## src/rtl/assert_macros.svh

```systemverilog
// Assertion macros shared by the access matrix engine RTL.
// Every macro expects a clock named clk in scope; AMX_ASSERT also expects an active-low reset named rst_n.
`ifndef ASSERT_MACROS_SVH
`define ASSERT_MACROS_SVH

// Checked on every clock edge outside reset.
`define AMX_ASSERT(lbl, prop, msg) \
    lbl: assert property (@(posedge clk) disable iff (!rst_n) prop) else $error(msg);

// Checked on every clock edge, reset included.
`define AMX_ASSERT_ALWAYS(lbl, prop, msg) \
    lbl: assert property (@(posedge clk) prop) else $error(msg);

`endif

```

## src/rtl/amx_pkg.sv

```systemverilog
// Shared constants, codes, types and helpers for the access matrix engine.
// It depends on nothing. Every RTL module imports it.
package amx_pkg;

    localparam int MAX_SUBJECTS = 16;
    localparam int MAX_OBJECTS  = 16;
    localparam int ID_WIDTH     = 16;

    localparam int FIELD_ID_W = 16;
    localparam int RIGHTS_W   = 4;
    localparam int STATUS_W   = 3;
    localparam int MODE_W     = 3;

    localparam int SUBJ_IW  = (MAX_SUBJECTS > 1) ? $clog2(MAX_SUBJECTS) : 1;
    localparam int OBJ_IW   = (MAX_OBJECTS > 1) ? $clog2(MAX_OBJECTS) : 1;
    localparam int SUBJ_CW  = $clog2(MAX_SUBJECTS + 1);
    localparam int OBJ_CW   = $clog2(MAX_OBJECTS + 1);
    localparam int SWEEP_IW = (SUBJ_IW > OBJ_IW) ? SUBJ_IW : OBJ_IW;

    localparam int CELLS   = MAX_SUBJECTS * MAX_OBJECTS;
    localparam int CELL_AW = (CELLS > 1) ? $clog2(CELLS) : 1;

    localparam int IN_TDATA_W  = 80;
    localparam int OUT_TDATA_W = 16;

    typedef enum logic [MODE_W-1:0] {
        MODE_CREATE_OBJ  = 3'd0,
        MODE_CREATE_SUBJ = 3'd1,
        MODE_DESTROY_OBJ = 3'd2,
        MODE_DESTROY_SUBJ = 3'd3,
        MODE_ENTER       = 3'd4,
        MODE_DELETE      = 3'd5,
        MODE_CHECK       = 3'd6
    } mode_t;

    typedef enum logic [STATUS_W-1:0] {
        STAT_OK      = 3'd0,
        STAT_NO_SUBJ = 3'd1,
        STAT_NO_OBJ  = 3'd2,
        STAT_EXISTS  = 3'd3,
        STAT_FULL    = 3'd4
    } status_t;

    typedef enum logic [2:0] {
        S_IDLE,
        S_GUARD,
        S_GWAIT,
        S_EXEC,
        S_CELL,
        S_CLEAR,
        S_DONE
    } state_t;

    typedef struct packed {
        logic               hit;
        logic [SUBJ_IW-1:0] idx;
    } subj_lu_t;

    typedef struct packed {
        logic              hit;
        logic [OBJ_IW-1:0] idx;
    } obj_lu_t;

    // Row-major cell address: subject row, object column.
    function automatic logic [CELL_AW-1:0] cell_addr(input logic [SUBJ_IW-1:0] s,
                                                    input logic [OBJ_IW-1:0] o);
        logic [CELL_AW-1:0] row_base;
        row_base = CELL_AW'(CELL_AW'(s) * CELL_AW'(MAX_OBJECTS));
        return CELL_AW'(row_base + CELL_AW'(o));
    endfunction

endpackage

```

## src/rtl/amx_id_tables.sv

```systemverilog
// Subject and object id tables with fill counts and parallel lookup.
// Depends on amx_pkg and assert_macros.svh.
`include "assert_macros.svh"

module amx_id_tables (
    input  logic                           clk,
    input  logic                           rst_n,
    input  logic [amx_pkg::ID_WIDTH-1:0]   subj_key,
    input  logic [amx_pkg::ID_WIDTH-1:0]   obj_key,
    input  logic                           subj_wr,
    input  logic                           obj_wr,
    output amx_pkg::subj_lu_t              subj_lu,
    output amx_pkg::obj_lu_t               obj_lu,
    output logic                           subj_full,
    output logic                           obj_full,
    output logic [amx_pkg::SUBJ_IW-1:0]    subj_new_idx,
    output logic [amx_pkg::OBJ_IW-1:0]     obj_new_idx
);
    import amx_pkg::*;

    logic [ID_WIDTH-1:0] subj_ids_reg [MAX_SUBJECTS];
    logic [ID_WIDTH-1:0] obj_ids_reg  [MAX_OBJECTS];
    logic [SUBJ_CW-1:0]  subj_count_reg, subj_count_next;
    logic [OBJ_CW-1:0]   obj_count_reg, obj_count_next;

    // Only entries below the fill count take part in a lookup.
    always_comb
    begin
        subj_lu = '0;
        for (int k = MAX_SUBJECTS - 1; k >= 0; k--)
        begin
            if (SUBJ_CW'(k) < subj_count_reg && subj_ids_reg[k] == subj_key)
            begin
                subj_lu.hit = 1'b1;
                subj_lu.idx = SUBJ_IW'(k);
            end
        end
    end

    always_comb
    begin
        obj_lu = '0;
        for (int k = MAX_OBJECTS - 1; k >= 0; k--)
        begin
            if (OBJ_CW'(k) < obj_count_reg && obj_ids_reg[k] == obj_key)
            begin
                obj_lu.hit = 1'b1;
                obj_lu.idx = OBJ_IW'(k);
            end
        end
    end

    assign subj_full       = (subj_count_reg == SUBJ_CW'(MAX_SUBJECTS));
    assign obj_full        = (obj_count_reg == OBJ_CW'(MAX_OBJECTS));
    assign subj_new_idx    = SUBJ_IW'(subj_count_reg);
    assign obj_new_idx     = OBJ_IW'(obj_count_reg);
    assign subj_count_next = subj_wr ? SUBJ_CW'(subj_count_reg + 1'b1) : subj_count_reg;
    assign obj_count_next  = obj_wr ? OBJ_CW'(obj_count_reg + 1'b1) : obj_count_reg;

    always_ff @(posedge clk or negedge rst_n)
    begin
        if (!rst_n)
        begin
            subj_count_reg <= '0;
            obj_count_reg  <= '0;
        end
        else
        begin
            subj_count_reg <= subj_count_next;
            obj_count_reg  <= obj_count_next;
        end
    end

    always_ff @(posedge clk)
    begin
        if (subj_wr)
        begin
            subj_ids_reg[subj_new_idx] <= subj_key;
        end
        if (obj_wr)
        begin
            obj_ids_reg[obj_new_idx] <= obj_key;
        end
    end

    `AMX_ASSERT_ALWAYS(a_subj_count_max, subj_count_reg <= SUBJ_CW'(MAX_SUBJECTS), "subject count overflow")
    `AMX_ASSERT_ALWAYS(a_obj_count_max, obj_count_reg <= OBJ_CW'(MAX_OBJECTS), "object count overflow")
    `AMX_ASSERT(a_no_write_when_full, !(subj_wr && subj_full) && !(obj_wr && obj_full), "write into full table")

endmodule

```

## src/rtl/amx_rights_ram.sv

```systemverilog
// Rights matrix memory: one 4-bit cell per subject and object pair.
// One write port and one read port with registered read data. Depends on amx_pkg.
module amx_rights_ram (
    input  logic                          clk,
    input  logic                          re,
    input  logic [amx_pkg::CELL_AW-1:0]   raddr,
    output logic [amx_pkg::RIGHTS_W-1:0]  rdata,
    input  logic                          we,
    input  logic [amx_pkg::CELL_AW-1:0]   waddr,
    input  logic [amx_pkg::RIGHTS_W-1:0]  wdata
);
    import amx_pkg::*;

    logic [RIGHTS_W-1:0] mem [CELLS];
    logic [RIGHTS_W-1:0] rdata_reg;

    always_ff @(posedge clk)
    begin
        if (we)
        begin
            mem[waddr] <= wdata;
        end
        if (re)
        begin
            rdata_reg <= mem[raddr];
        end
    end

    assign rdata = rdata_reg;

endmodule

```

## src/rtl/access_matrix_engine_core.sv

```systemverilog
// Top level of the access matrix engine: command sequencer around the id tables
// and the rights memory. Depends on amx_pkg, amx_id_tables, amx_rights_ram.
//
//   Port group   Dir  Payload (low bit first)
//   s_axis_*     in   mode, subject_id, object_id, right_mask, guard_on, guard_right,
//                     guard_subject_id, guard_object_id
//   m_axis_*     out  status, granted, skipped, cell_rights
//
// Enter, delete and check use S_EXEC and S_CELL; a guard adds S_GUARD and S_GWAIT.
// Create and destroy sweep S_CLEAR: one rights memory write per cell of the row or
// column (MAX_OBJECTS or MAX_SUBJECTS writes of the single write port).
// The next command is taken once the current one has reached the output register.
// Reset empties both id tables; the rights memory needs no clearing pass.
`include "assert_macros.svh"

module access_matrix_engine_core (
    input  logic                              clk,
    input  logic                              rst_n,
    input  logic                              s_axis_tvalid,
    output logic                              s_axis_tready,
    // mode[2:0], subject_id[18:3], object_id[34:19], right_mask[38:35], guard_on[39],
    // guard_right[43:40], guard_subject_id[59:44], guard_object_id[75:60], zeros above
    input  logic [amx_pkg::IN_TDATA_W-1:0]    s_axis_tdata,
    output logic                              m_axis_tvalid,
    input  logic                              m_axis_tready,
    // status[2:0], granted[3], skipped[4], cell_rights[8:5], zeros above
    output logic [amx_pkg::OUT_TDATA_W-1:0]   m_axis_tdata
);
    import amx_pkg::*;

    state_t state_reg, state_next;

    logic [MODE_W-1:0]     mode_reg;
    logic [ID_WIDTH-1:0]   sid_reg, oid_reg, gsid_reg, goid_reg;
    logic [RIGHTS_W-1:0]   mask_reg, gright_reg;
    logic                  gon_reg;

    logic [MODE_W-1:0]     in_mode;
    logic                  accept;

    logic [STATUS_W-1:0]   status_reg, status_next;
    logic                  granted_reg, granted_next;
    logic                  skipped_reg, skipped_next;
    logic [RIGHTS_W-1:0]   cell_reg, cell_next;
    logic [SWEEP_IW-1:0]   sweep_reg, sweep_next;
    logic [SWEEP_IW-1:0]   tgt_reg, tgt_next;
    logic                  row_reg, row_next;
    logic [CELL_AW-1:0]    caddr_reg, caddr_next;

    logic                  out_valid_reg, out_valid_next;
    logic [OUT_TDATA_W-1:0] out_data_reg, out_data_next;
    logic                  out_load;

    logic [ID_WIDTH-1:0]   subj_key, obj_key;
    subj_lu_t              subj_lu;
    obj_lu_t               obj_lu;
    logic                  subj_full, obj_full, subj_wr, obj_wr;
    logic [SUBJ_IW-1:0]    subj_new_idx;
    logic [OBJ_IW-1:0]     obj_new_idx;

    logic                  ram_re, ram_we;
    logic [CELL_AW-1:0]    ram_raddr, ram_waddr, pair_addr;
    logic [RIGHTS_W-1:0]   ram_rdata, ram_wdata;

    logic                  pair_hit, exec_clear, exec_cell, sweep_last, is_cell_mode;

    assign in_mode = s_axis_tdata[2:0];
    assign accept  = s_axis_tvalid && s_axis_tready;

    // The guard looks up its own pair; every other state uses the command ids.
    assign subj_key = (state_reg == S_GUARD) ? gsid_reg : sid_reg;
    assign obj_key  = (state_reg == S_GUARD) ? goid_reg : oid_reg;

    amx_id_tables u_ids (
        .clk          (clk),
        .rst_n        (rst_n),
        .subj_key     (subj_key),
        .obj_key      (obj_key),
        .subj_wr      (subj_wr),
        .obj_wr       (obj_wr),
        .subj_lu      (subj_lu),
        .obj_lu       (obj_lu),
        .subj_full    (subj_full),
        .obj_full     (obj_full),
        .subj_new_idx (subj_new_idx),
        .obj_new_idx  (obj_new_idx)
    );

    amx_rights_ram u_ram (
        .clk   (clk),
        .re    (ram_re),
        .raddr (ram_raddr),
        .rdata (ram_rdata),
        .we    (ram_we),
        .waddr (ram_waddr),
        .wdata (ram_wdata)
    );

    assign pair_hit     = subj_lu.hit && obj_lu.hit;
    assign pair_addr    = cell_addr(subj_lu.idx, obj_lu.idx);
    assign is_cell_mode = (mode_reg == MODE_ENTER) || (mode_reg == MODE_DELETE)
                          || (mode_reg == MODE_CHECK);
    assign exec_cell    = is_cell_mode && pair_hit;
    assign sweep_last   = row_reg ? (sweep_reg == SWEEP_IW'(MAX_OBJECTS - 1))
                                  : (sweep_reg == SWEEP_IW'(MAX_SUBJECTS - 1));
    assign out_load     = (state_reg == S_DONE) && (!out_valid_reg || m_axis_tready);

    always_comb
    begin
        case (mode_reg)
            MODE_CREATE_OBJ:   exec_clear = !obj_lu.hit && !obj_full;
            MODE_CREATE_SUBJ:  exec_clear = !subj_lu.hit && !subj_full;
            MODE_DESTROY_OBJ:  exec_clear = obj_lu.hit;
            MODE_DESTROY_SUBJ: exec_clear = subj_lu.hit;
            default:           exec_clear = 1'b0;
        endcase
    end

    // Next state.
    always_comb
    begin
        state_next = state_reg;
        unique case (state_reg)
            S_IDLE:
            begin
                if (accept)
                begin
                    if (in_mode > MODE_CHECK)
                        state_next = S_DONE;
                    else if (s_axis_tdata[39])
                        state_next = S_GUARD;
                    else
                        state_next = S_EXEC;
                end
            end
            S_GUARD: state_next = pair_hit ? S_GWAIT : S_DONE;
            S_GWAIT: state_next = ((ram_rdata & gright_reg) != '0) ? S_EXEC : S_DONE;
            S_EXEC:
            begin
                if (exec_clear)
                    state_next = S_CLEAR;
                else if (exec_cell)
                    state_next = S_CELL;
                else
                    state_next = S_DONE;
            end
            S_CELL:  state_next = S_DONE;
            S_CLEAR: state_next = sweep_last ? S_DONE : S_CLEAR;
            S_DONE:  state_next = out_load ? S_IDLE : S_DONE;
            default: state_next = S_IDLE;
        endcase
    end

    // Outputs and datapath controls.
    always_comb
    begin
        s_axis_tready = 1'b0;
        subj_wr       = 1'b0;
        obj_wr        = 1'b0;
        ram_re        = 1'b0;
        ram_raddr     = pair_addr;
        ram_we        = 1'b0;
        ram_waddr     = caddr_reg;
        ram_wdata     = '0;
        status_next   = status_reg;
        granted_next  = granted_reg;
        skipped_next  = skipped_reg;
        cell_next     = cell_reg;
        sweep_next    = sweep_reg;
        tgt_next      = tgt_reg;
        row_next      = row_reg;
        caddr_next    = caddr_reg;
        unique case (state_reg)
            S_IDLE:
            begin
                s_axis_tready = 1'b1;
                status_next   = STAT_OK;
                granted_next  = 1'b0;
                skipped_next  = 1'b0;
                cell_next     = '0;
                sweep_next    = '0;
            end
            S_GUARD:
            begin
                if (!subj_lu.hit)
                begin
                    status_next  = STAT_NO_SUBJ;
                    skipped_next = 1'b1;
                end
                else if (!obj_lu.hit)
                begin
                    status_next  = STAT_NO_OBJ;
                    skipped_next = 1'b1;
                end
                else
                begin
                    ram_re = 1'b1;
                end
            end
            S_GWAIT:
            begin
                if ((ram_rdata & gright_reg) == '0)
                    skipped_next = 1'b1;
            end
            S_EXEC:
            begin
                case (mode_reg)
                    MODE_CREATE_OBJ:
                    begin
                        if (obj_lu.hit)
                            status_next = STAT_EXISTS;
                        else if (obj_full)
                            status_next = STAT_FULL;
                        else
                        begin
                            obj_wr   = 1'b1;
                            tgt_next = SWEEP_IW'(obj_new_idx);
                            row_next = 1'b0;
                        end
                    end
                    MODE_CREATE_SUBJ:
                    begin
                        if (subj_lu.hit)
                            status_next = STAT_EXISTS;
                        else if (subj_full)
                            status_next = STAT_FULL;
                        else
                        begin
                            subj_wr  = 1'b1;
                            tgt_next = SWEEP_IW'(subj_new_idx);
                            row_next = 1'b1;
                        end
                    end
                    MODE_DESTROY_OBJ:
                    begin
                        if (!obj_lu.hit)
                            status_next = STAT_NO_OBJ;
                        tgt_next = SWEEP_IW'(obj_lu.idx);
                        row_next = 1'b0;
                    end
                    MODE_DESTROY_SUBJ:
                    begin
                        if (!subj_lu.hit)
                            status_next = STAT_NO_SUBJ;
                        tgt_next = SWEEP_IW'(subj_lu.idx);
                        row_next = 1'b1;
                    end
                    MODE_ENTER, MODE_DELETE, MODE_CHECK:
                    begin
                        if (!subj_lu.hit)
                            status_next = STAT_NO_SUBJ;
                        else if (!obj_lu.hit)
                            status_next = STAT_NO_OBJ;
                        else
                        begin
                            ram_re     = 1'b1;
                            caddr_next = pair_addr;
                        end
                    end
                    default: ;
                endcase
            end
            S_CELL:
            begin
                case (mode_reg)
                    MODE_ENTER:
                    begin
                        cell_next = ram_rdata | mask_reg;
                        ram_we    = 1'b1;
                        ram_wdata = ram_rdata | mask_reg;
                    end
                    MODE_DELETE:
                    begin
                        cell_next = ram_rdata & ~mask_reg;
                        ram_we    = 1'b1;
                        ram_wdata = ram_rdata & ~mask_reg;
                    end
                    default:
                    begin
                        cell_next    = ram_rdata;
                        granted_next = (ram_rdata & mask_reg) != '0;
                    end
                endcase
            end
            S_CLEAR:
            begin
                ram_we     = 1'b1;
                ram_wdata  = '0;
                ram_waddr  = row_reg ? cell_addr(SUBJ_IW'(tgt_reg), OBJ_IW'(sweep_reg))
                                     : cell_addr(SUBJ_IW'(sweep_reg), OBJ_IW'(tgt_reg));
                sweep_next = SWEEP_IW'(sweep_reg + 1'b1);
            end
            S_DONE: ;
            default: ;
        endcase
    end

    assign out_data_next  = out_load
                            ? {7'b0, cell_reg, skipped_reg, granted_reg, status_reg}
                            : out_data_reg;
    assign out_valid_next = out_load || (out_valid_reg && !m_axis_tready);

    always_ff @(posedge clk or negedge rst_n)
    begin
        if (!rst_n)
        begin
            state_reg     <= S_IDLE;
            out_valid_reg <= 1'b0;
        end
        else
        begin
            state_reg     <= state_next;
            out_valid_reg <= out_valid_next;
        end
    end

    always_ff @(posedge clk)
    begin
        if (accept)
        begin
            mode_reg   <= s_axis_tdata[2:0];
            sid_reg    <= s_axis_tdata[3 +: ID_WIDTH];
            oid_reg    <= s_axis_tdata[19 +: ID_WIDTH];
            mask_reg   <= s_axis_tdata[38:35];
            gon_reg    <= s_axis_tdata[39];
            gright_reg <= s_axis_tdata[43:40];
            gsid_reg   <= s_axis_tdata[44 +: ID_WIDTH];
            goid_reg   <= s_axis_tdata[60 +: ID_WIDTH];
        end
        status_reg   <= status_next;
        granted_reg  <= granted_next;
        skipped_reg  <= skipped_next;
        cell_reg     <= cell_next;
        sweep_reg    <= sweep_next;
        tgt_reg      <= tgt_next;
        row_reg      <= row_next;
        caddr_reg    <= caddr_next;
        out_data_reg <= out_data_next;
    end

    assign m_axis_tvalid = out_valid_reg;
    assign m_axis_tdata  = out_data_reg;

    `AMX_ASSERT(a_ram_we_state, ram_we |-> (state_reg == S_CELL || state_reg == S_CLEAR), "rights write outside write states")
    `AMX_ASSERT(a_accept_leaves_idle, accept |=> (state_reg != S_IDLE), "accepted beat did not start a command")
    `AMX_ASSERT(a_done_holds, (state_reg == S_DONE && m_axis_tvalid && !m_axis_tready) |=> (state_reg == S_DONE), "result overwrote a waiting beat")
    `AMX_ASSERT(a_guard_only_if_on, (state_reg == S_GUARD) |-> gon_reg, "guard run without guard_on")

endmodule
```

## config.mk

```make
export PLATFORM = sky130hd
export DESIGN_NAME = access_matrix_engine_core
export DESIGN_NICKNAME = d
export VERILOG_FILES = /design/src/rtl/amx_pkg.sv /design/src/rtl/amx_id_tables.sv /design/src/rtl/amx_rights_ram.sv /design/src/rtl/access_matrix_engine_core.sv
export VERILOG_INCLUDE_DIRS = /design/src /design/src/rtl
export SDC_FILE = /design/constraint.sdc
export NUM_CORES = 2
export LEC_CHECK = 0
export BUFFER_PORTS_ARGS = -buffer_cell sky130_fd_sc_hd__buf_2
export CAP_MARGIN = 20
export CORE_MARGIN = 5
export CORE_UTILIZATION = 50
export DETAILED_ROUTE_END_ITERATION = 10
export MAX_ROUTING_LAYER = met4
export PLACE_DENSITY = 0.66
export SYNTH_ARGS = -nofsm -noshare
export SYNTH_HDL_FRONTEND = slang
export SYNTH_SLANG_ARGS = --single-unit
```

## constraint.sdc

```tcl
create_clock -name clk -period 15.9 [get_ports clk]
set_input_delay 0.795 -clock clk [delete_from_list [all_inputs] [get_ports clk]]
set_output_delay 0.795 -clock clk [all_outputs]
set_load 0.005 [all_outputs]
```

==> results.md <==
* CTS sink cnt at ~1,700
* Multi-input gate area in the final layout at ~25,000 um^2
* Clk pwr share at 36.0%
* R2R Path End: u_ram.rdata[0]
* Worst R2R Setup Slack at between 6000 and 7000 ps
* Clock tree root buffer cell: clkbuf_16
* Ys Warns at 0
* Layout fillers at 12,400
* Post-route ant nets at 0
* CTS resizes at 0
* Crit Reg-Reg Startpoint: state_reg[0]
* Vias in the first global route at a little under 50,000
* Pins over their slew limit at 0
* Hpwl dp at 145,000 um
* FF+latch area at ~50,000 um^2
* CTS tree: done
* Share of cells above drive strength 1 at around a tenth
* Detailed Routing Iterations Pass 1 at 8
* Core ar. at about 150,000 um^2
* R2R cell count at 23
* Finished Cell Area at roughly 86,000 um^2
* Startpoint Class: flip-flop
* Die area at 162,000 um^2
* Synthesized flop and latch total at 1,664
* Max_cap viols at 0
* TNS Setup at 0 ps
* Bufs on Longest Clock Path at 3
* First-pass GRT wire length at 335,000 um
* Drt wl/cell at 29.0 um
* Critical Path RT at about 16,000 ps
* Placed Area at between 80,000 and 90,000 um^2
* Initial antenna violation count at 9
* Asr flop ratio synth at 0.841%
* Fin crit period at a little over 9000 ps
* Main synth FF type: edfxtp_1
* Inserted Clock Buffers at roughly 170
* Die Y at 403 um
* Synth cell types at 87
* Peak Freq at 0.110 GHz
* Initial detailed-routing violation count at around 6,600
* Worst-path cell with the longest stage delay: buf_4
* Worst vdd ir at roughly 0.00012 V
* Slew headroom at between 10% and 20%
* Crit path to: u_ram.rdata[0]
* Crit path kind: flip-flop to flip-flop
* Worst Hold Depth at 1
* Rows at between 100 and 150
* Die W at 403 um
* Worst path bufs/invs at 7
* GR Overflow Total at 0
* Worst slew pin tran at 1290 ps
* Critical Path Sink Type: flip-flop
* EDFF count, synth at roughly 1,700
* Clk Latency, worst-skew pair at 830 ps
* Switching portion of total power at approximately 29%
* Net Sw Power at between 3 and 4 mW
* Dominant delay contributor by cell family on the critical path: buffers and inverters
* H-tree depth at 4
* Critical Path Fanout Max at approximately 130
* PD cells at 128 nW/um^2
* Comb pwr share at 16.7%
* Port buffer count at 90
* Crit path top cell by count: buf_4
* I/O Pins at between 100 and 150
* Status: complete, no violations
* Gr usage total at 28.9%
* Number of flip-flops in the largest register at slightly above 1,000
* Sequential area share after synthesis at 64.7%
* Synthesized netlist cell count at 5,755
* Post-synthesis area per instance at around 13 um^2
* WP depth at 23
* Setup Viol. Count Final at 0
* Hold Crit Class: input port to flip-flop
* Routability cong. at between 0.9 and 1
* Share of power burned in registers at 47.3%
* Static Leak at 26.4 nW
* Final hold violation count at 0
* Cell breakdown of the critical path: buf_4 > or3b_4 > buf_4 > buf_4 > a21boi_4 > buf_4 > o2111ai_1 > a211oi_1 > and4_1 > a21oi_1 > o21ai_1 > a2111oi_0 > o41ai_2 > buf_12 > buf_4 > buf_4 > mux2i_1 > o221ai_1 > o211ai_1 > nand2_1 > a221oi_1 > nor3_1 > mux2_2
* Residual DRC count at 0
* Via density at ~6.4
* Vias at around 51,000
* Pin count of the biggest net entering global routing at 220
* WP data arrival at about 9600 ps
* Syn-to-layout area delta at 11.1%
* Initial Util at between 50% and 60%
* Nets at approximately 6,000
* Clock transition at path regs at approximately 60 ps
* Clk_skew at a little over 50 ps
* Internal Power at about 7.8 mW
* Final worst-path cycle share at about 57%
* Post-Syn Area at around 77,000 um^2
* Critical path origin: state_reg[0]
* Crit-path max cell delay at a little over 800 ps
* WL final at roughly 230,000 um
* RSZ-0062 raised after global routing: no
==> per-layer routing <==
metal	track usage (%)	up-vias	share of wire, %
li1	-	22100	-
met1	37.7	25400	39
met2	43.7	3091	45
met3	5.50	736	10
met4	14.3	0	5.9
met5	-	-	0
==> layout by cell type, fill, tap and decap left out, types with 102 or more instances in the layout <==
cell       Yosys  routed
clkbuf_16      0     172
edfxtp_1    1650    1650
o221ai_1     102     102
nand2_1      307     304
mux2i_1      657     649
nor4_1       135     134
nor2_1       529     525
buf_4         37     157
xor2_1       117     117
inv_1        146     146
nor2b_1      137     136
a21oi_1      130     130
o21ai_0      150     150
xnor2_1      343     343
==> worst min-delay path by stage <==
stage	from	endpoint
final	s_axis_tdata[62]	goid_reg[2]
after global routing	s_axis_tdata[31]	oid_reg[12]
after CTS	s_axis_tdata[9]	sid_reg[6]
after detailed placement	cell_reg[1]	m_axis_tdata[6]
after global placement	cell_reg[2]	m_axis_tdata[7]
after floorplan	granted_reg	m_axis_tdata[3]
==> synthesized netlist by cell type (all sizes together) (18+ instances only) <==
library cell  instances  share of area [%]
a221oi               51               0.58
mux2                 38               0.55
edfxtp             1650                 64
xnor2               343                3.9
clkbuf              174               0.85
buf                 159                1.2
mux2i               673                8.9
o22ai                77               0.62
nand4                71               0.58
a31oi                21               0.17
o211ai               45               0.44
nor2b               137                1.1
o21ai               161                1.0
a21oi               130               0.84
or4                  22               0.21
nand2b               47               0.38
o2111ai              23               0.26
nand3b               18               0.18
a2111oi              30               0.34
inv                 146               0.71
and3                 20               0.16
nor2                529                2.6
a211oi               48               0.47
or3                  22               0.18
nor4                135                1.1
nand2               307                1.5
nor3                107               0.71
xor2                117                1.3
o221ai              102                1.2
nand3                88               0.57
o21a                 18               0.18
==> stage by stage <==
| stage | setup WS, ps | power [mW] | hold slack (ps) | utilization, % | cells |
|---|---|---|---|---|---|
| after floorplan | 7410 | 6.24 | 400 | - | 5761 |
| after global placement | 7000 | 7.00 | 405 | 52.1 | 7721 |
| after detailed placement | 6930 | 7.02 | 407 | 52.2 | 7727 |
| after CTS | 6940 | 10.9 | 101 | 55.8 | 8040 |
| after global routing | 6430 | 11.2 | 122 | 55.8 | 8045 |
| final | 6840 | 10.9 | 142 | 55.8 | 8045 |
==> power groups by stage <==
stage	combinational, mW	clock (mW)	sequential, mW
after detailed placement	1.76	0	5.26
after CTS	1.77	3.99	5.17
final	1.83	3.94	5.18
after global routing	1.88	4.18	5.17
after global placement	1.74	0	5.26
after floorplan	1.07	0	5.17
==> kinds of logic (layout without fill, tap and decap cells) <==
family / Yosys count / in the layout / synth area share (%)
DFF: 1664 / 1664 / 64.7
and+or+nand+nor: 1572 / 1572 / 9.98
AOI/OAI and AO/OA: 854 / 854 / 7.80
muxes: 711 / 711 / 9.44
buffers and inverters: 484 / 721 / 2.76
xor gates and xnor gates: 460 / 460 / 5.22
adders and majority gates: 9 / 9 / 0.146
other: 1 / 10 / 0.00486
==> final cells by class <==
type / instances / share of cell area (%)
clock buffers: 212 / 5.20
repair buffers: 258 / 2.11
clock inverters: 100 / 1.20
diodes: 3 / 0.00876
flip-flops and latches: 1664 / 58.2
well taps: 2044 / 2.98
multi-input cells: 3613 / 29.6
inverters: 151 / 0.661
==> timing repair <==
action,4_1_cts,5_1_grt
hold buffers,1,0
hold endpoints to repair,14,0
buffers inserted,0,0
(Power assumes the default switching activity.)
